**src/ptc_div_stage.sv**
```systemverilog
`default_nettype none
module ptc_div_stage (
	input  wire logic [31:0] rem_in,
	input  wire logic [31:0] quo_in,
	input  wire logic [31:0] num_in,
	input  wire logic [31:0] den,
	output logic      [31:0] rem_out,
	output logic      [31:0] quo_out,
	output logic      [31:0] num_out
);
	logic [32:0] trial;
	logic [32:0] diff;

	always_comb begin
		trial   = {rem_in, num_in[31]};
		diff    = trial - {1'b0, den};
		num_out = {num_in[30:0], 1'b0};
		if (!diff[32]) begin
			rem_out = diff[31:0];
			quo_out = {quo_in[30:0], 1'b1};
		end else begin
			rem_out = trial[31:0];
			quo_out = {quo_in[30:0], 1'b0};
		end
	end
endmodule
`default_nettype wire
```
**config.mk**
```make
export PLATFORM = sky130hd
export DESIGN_NAME = ptc_div_stage
export DESIGN_NICKNAME = d
export VERILOG_FILES = /design/src/ptc_div_stage.sv
export SDC_FILE = /design/constraint.sdc
export NUM_CORES = 1
export LEC_CHECK = 0
export BUFFER_PORTS_ARGS = -buffer_cell sky130_fd_sc_hd__buf_4
export CORE_MARGIN = 4
export CORE_UTILIZATION = 35
export DETAILED_ROUTE_END_ITERATION = 6
export PLACE_DENSITY = 0.78
export SLEW_MARGIN = 10
export SYNTH_ARGS = -nofsm -noshare
export SYNTH_HDL_FRONTEND = slang
export SYNTH_SLANG_ARGS = --single-unit
```
**constraint.sdc**
```tcl
create_clock -name vclk -period 3.15
set_input_delay 0.315 -clock vclk [all_inputs]
set_output_delay 0.315 -clock vclk [all_outputs]
set_load 0.1 [all_outputs]
```
==> results of run 1 <==
## cells by family (layout without fill, tap and decap cells)
kind of cell	after synthesis	count (layout)	synth area share
adders and majority gates	33	33	0.143
and+or+nand+nor	108	108	0.177
other	1	1	0.00128
AOI/OAI and AO/OA	120	120	0.272
buffers and inverters	120	191	0.243
muxes	18	18	0.0922
xor gates and xnor gates	24	24	0.0717
## stage by stage
step,setup slack [ps],hold slack [ps],utilization,instance area (µm²)
floorplan,-248,842,-,3210
global placement,-85.0,631,0.471,3850
finish,-6.03,630,0.527,4310
global route,-107,630,0.527,4310
CTS,0.416,631,0.490,4010
detailed placement,-93.4,631,0.471,3850
## per-layer routing
| metal | vias up | share of wire | track usage |
|---|---|---|---|
| li1 | 1565 | - | - |
| met1 | 1413 | 0.40 | 0.199 |
| met2 | 119 | 0.50 | 0.300 |
| met3 | 38 | 0.067 | 0.0210 |
| met4 | 0 | 0.028 | 0.0557 |
| met5 | - | 0 | 0 |
## how the worst max path moves through the flow
stage / slack (ps) / end / from / cells past startpoint
floorplan: -250 / rem_out[26] / den[16] / 10
global placement: -90 / rem_out[26] / num_in[31] / 13
detailed placement: -90 / rem_out[29] / num_in[31] / 15
CTS: 0.4 / rem_out[24] / den[13] / 13
global route: -110 / rem_out[15] / den[16] / 13
finish: -6 / rem_out[28] / rem_in[15] / 12
## layout make-up
cell class | instances | area, µm² | share of cell area
inverter | 42 | 173 | 0.0401
multi-input combinational | 304 | 2510 | 0.582
tap | 105 | 131 | 0.0305
timing repair buffer | 149 | 1500 | 0.347
## worst max-delay path, cell delays in order
cell	delay, ps
buf_8	100
ha_4	260
a21oi_4	160
o211ai_1	120
a221o_1	340
a211o_1	320
o211ai_1	280
o211ai_4	150
inv_4	130
buf_12	160
mux2_4	330
buf_12	170
## power by group through the flow
stage               clock (mW)  combinational [mW]  sequential (mW)
floorplan                    0                1.66                0
global placement             0                1.65                0
detailed placement           0                1.66                0
CTS                          0                1.76                0
global route                 0                2.01                0
finish                       0                1.92                0
## layout by cell type (no fill, tap or decap), drive strengths merged, types with 2 or more instances in the layout
cell type  synthesis  routed
a21boi             2       2
o41ai              2       2
and2               3       3
o21ai             24      24
nand2b             5       5
o2111ai            2       2
o21bai             5       5
nor2              16      16
a31oi              2       2
xnor2             14      14
nand4              7       7
and3               6       6
mux2              18      18
o211ai             9       9
o31ai              5       5
a21oi             36      36
xor2              10      10
o21a               6       6
and4               2       2
nand2             44      44
nor3               4       4
a211oi             4       4
a21o              15      15
nand3             11      11
inv               42      42
ha                32      32
buf               67     148
nor2b              5       5
## timing repair
action	4_1_cts	5_1_grt
pin swaps	1	11
buffers inserted	0	4
cloned	0	1
resized for setup	38	61
setup endpoints to repair	31	32
hold buffers	0	0
==> flow_metrics.tcl, run 1 <==
set metrics [dict create \
    outcome "finished, violations left" \
    violations "setup timing" \
    timing_max_transition_violations_final 0 \
    fin_setup_tns_ps -7.53 \
    drtPass1Iterations 4 \
    final.min_clock_period_ps 3160 \
    synth_top_cell_area_share 0.161 \
    switching_share 0.614 \
    dp.cells 595 \
    layout-drive-gt1-share 0.416 \
    rows 33 \
    p_per_area_mw_per_mm2 446 \
    num_vias 3135 \
    die_w_um 99.5 \
    synth_seq_area_share 0 \
    cp.required_ps 2830 \
    max_freq_ghz 0.317 \
    ioPinCount 224 \
    synth_nets 585 \
    worst-setup-path-type "in -> out" \
    p_switching_mw 1.18 \
    die_h_um 99.5 \
    min_from "num_in[9]" \
    fin_nets 658 \
    die-area_mm2 0.00990 \
    hpwl_um 7400 \
    hold_class "in -> out" \
    n_fill_cell 788 \
    worstSetupStartpointType "input port" \
    fin_ws_ps -6.03 \
    arrival_ps 2840 \
    peakVddDrop_mv 0.266 \
    wl_per_cell_um 15.1 \
    grt_pass1_vias 3123 \
    setup-violations-final 2 \
    syn_area_mm2 0.00293 \
    leakage_nw 2.14 \
    drv_cap 0 \
    drt-initial-drc-count 106 \
    synth_top_area_cell "buf_4" \
    antenna_found_initial 0 \
    gp_congestion 0.885 \
    worstPathMaxFanout 8 \
    antenna_cells 0 \
    synth.most_common_cell "buf_4" \
    nFlopsAndLatches 0 \
    grt_pass1_wl_um 14100 \
    stdcell_count 600 \
    crit_path_end_kind "output pin" \
    globalRouteTotalUtil 0.165 \
    seqPwrFrac 0 \
    seq_area_um2 0 \
    yosysWarnings 0 \
    port_buffers 98 \
    grt_max_degree 16 \
    area_delta_synth_final_pct 47.1 \
    p_int_mw 0.743 \
    wl_um 9070 \
    hold_end "num_out[10]" \
    coreArea_mm2 0.00818 \
    ys_top_cells_by_count "63 x buf_4, 44 x nand2_1, 41 x inv_1" \
    fin_crit_sh 1.00 \
    ys_types 50 \
    rsz0062_at_grt "yes" \
    initial_utilization 0.358 \
    netlist_instances 424 \
    whs_path_depth 0 \
    p_clk_frac 0 \
    avgViaCountPerCell 5.23 \
    total_power_mw 1.92 \
    syn_avg_cell_area_um2 6.91 \
    final_hold_viol_count 0 \
    drc_errors 0 \
    nClkBuffers 0 \
    grt_overflow 0 \
    power_frac_comb 1.000 \
    synthTopCellsByArea "buf_4 16%, ha_1 14%, mux2_4 9.2%" \
    detail-route-antenna-nets 0 \
]
No activity file was read; power rests on OpenSTA's default activity.
==> run 2: changes to the inputs <==
--- a/config.mk
+++ b/config.mk
@@ -5,6 +5,7 @@
 export SDC_FILE = /design/constraint.sdc
 export NUM_CORES = 1
 export LEC_CHECK = 0
+export ABC_AREA = 0
 export BUFFER_PORTS_ARGS = -buffer_cell sky130_fd_sc_hd__buf_4
 export CORE_MARGIN = 4
 export CORE_UTILIZATION = 35
@@ -14,3 +15,4 @@
 export SYNTH_ARGS = -nofsm -noshare
 export SYNTH_HDL_FRONTEND = slang
 export SYNTH_SLANG_ARGS = --single-unit
+export TNS_END_PERCENT = 30
==> flow_metrics.tcl, run 2 (synthesis results as in run 1) <==
set metrics [dict create \
    slowest_stage "a221o_1" \
    globalRouteTotalUtil 0.172 \
    grt_overflow 0 \
    hold_class "in -> out" \
    port_buffers 98 \
    whs_ps 630 \
    hpwl_um 7570 \
    arrival_ps 2860 \
    antenna_cells 0 \
    final_hold_viol_count 0 \
    fin_nets 651 \
    rsz0062_at_grt "yes" \
    n_fill_cell 771 \
    grt_max_degree 14 \
    fin_crit_sh 1.01 \
    cp.required_ps 2830 \
    p_per_area_mw_per_mm2 447 \
    die_w_um 99.5 \
    coreArea_mm2 0.00818 \
    num_vias 3220 \
    postPlaceCellArea_mm2 0.00379 \
    leakage_nw 2.10 \
    peakVddDrop_mv 0.317 \
    mostFrequentLayoutCell "buf_4" \
    antenna_found_initial 0 \
    drt-initial-drc-count 181 \
    timing_max_transition_violations_final 0 \
    rows 33 \
    stdcell_area_mm2 0.00426 \
    nClkBuffers 0 \
    worstSetupStartpointType "input port" \
    die-area_mm2 0.00990 \
    setup-violations-final 18 \
    gp_congestion 0.955 \
    area_delta_synth_final_pct 45.4 \
    worstPathMaxFanout 6 \
    layout-drive-gt1-share 0.424 \
    outcome "finished, violations left" \
    initial_utilization 0.358 \
    final_cell_mix "105 x buf_4, 43 x nand2_1, 37 x inv_1" \
    crit_top_cell "buf_12" \
    wl_per_cell_um 15.8 \
    cp_top_family "compound AO/OA/AOI/OAI gates" \
    die_h_um 99.5 \
    seq_area_um2 0 \
    drc_errors 0 \
    nFlopsAndLatches 0 \
    path_cells "buf_8 > inv_12 > ha_4 > a21oi_4 > o211ai_1 > a221o_1 > a211o_1 > o21a_1 > o211ai_4 > clkinv_4 > buf_12 > mux2_4 > buf_12" \
    crit_path_end_kind "output pin" \
    drv_cap 0 \
    path_buf_inv 5 \
    detail-route-antenna-nets 0 \
    wl_um 9370 \
    drtPass1Iterations 5 \
    violations "setup timing" \
    worst-setup-path-type "in -> out" \
    fin_ws_ps -26.6 \
    ioPinCount 224 \
    final.min_clock_period_ps 3180 \
    cpPeakStageDelay_ps 340 \
    grt_pass1_wl_um 14500 \
    avgViaCountPerCell 5.43 \
    multi_input_area_mm2 0.00253 \
    max_freq_ghz 0.315 \
    grt_pass1_vias 3139 \
]
run 2: worst paths after layout:
path	start	endpoint	slack, ps	cells past startpoint
hold / removal	num_in[20]	num_out[21]	630	0
setup / recovery	den[16]	rem_out[21]	-30	13
run 2: cell type report:
class	instances	area share
well taps	105	0.0308
multi-input cells	304	0.593
repair buffers	142	0.334
inverters	42	0.0417
run 2: stage by stage:
step | setup slack (ps) | total power, mW | cells | setup TNS [ps] | util
after floorplan | -250 | 1.64 | 424 | -1970 | -
after global placement | -62.5 | 1.63 | 589 | -1210 | 0.463
after detailed placement | -89.6 | 1.65 | 589 | -1910 | 0.463
after CTS | 0.159 | 1.82 | 592 | 0 | 0.503
after global routing | -98.5 | 1.99 | 593 | -1860 | 0.521
final | -26.6 | 1.90 | 593 | -262 | 0.521
run 2: per-layer routing:
metal / GRT usage / vias to the layer above / share of wire
met3: 0.0252 / 48 / 0.076
met5: 0 / - / 0
met2: 0.305 / 157 / 0.49
met4: 0.0567 / 0 / 0.037
li1: - / 1556 / -
met1: 0.213 / 1459 / 0.40
run 2: where the power goes:
| group | leakage [nW] | internal (mW) | switching (mW) | total, mW |
|---|---|---|---|---|
| Combinational | 2.10 | 0.724 | 1.18 | 1.90 |
| Sequential | 0 | 0 | 0 | 0 |
| Clock | 0 | 0 | 0 | 0 |
| Total | 2.10 | 0.724 | 1.18 | 1.90 |
run 2: repair_timing:
action	CTS	global route
gates resized for setup	67	35
buffers inserted	2	1
pin swaps	9	5
hold buffers	0	0
gates cloned	1	0
setup endpoints to repair	30	32
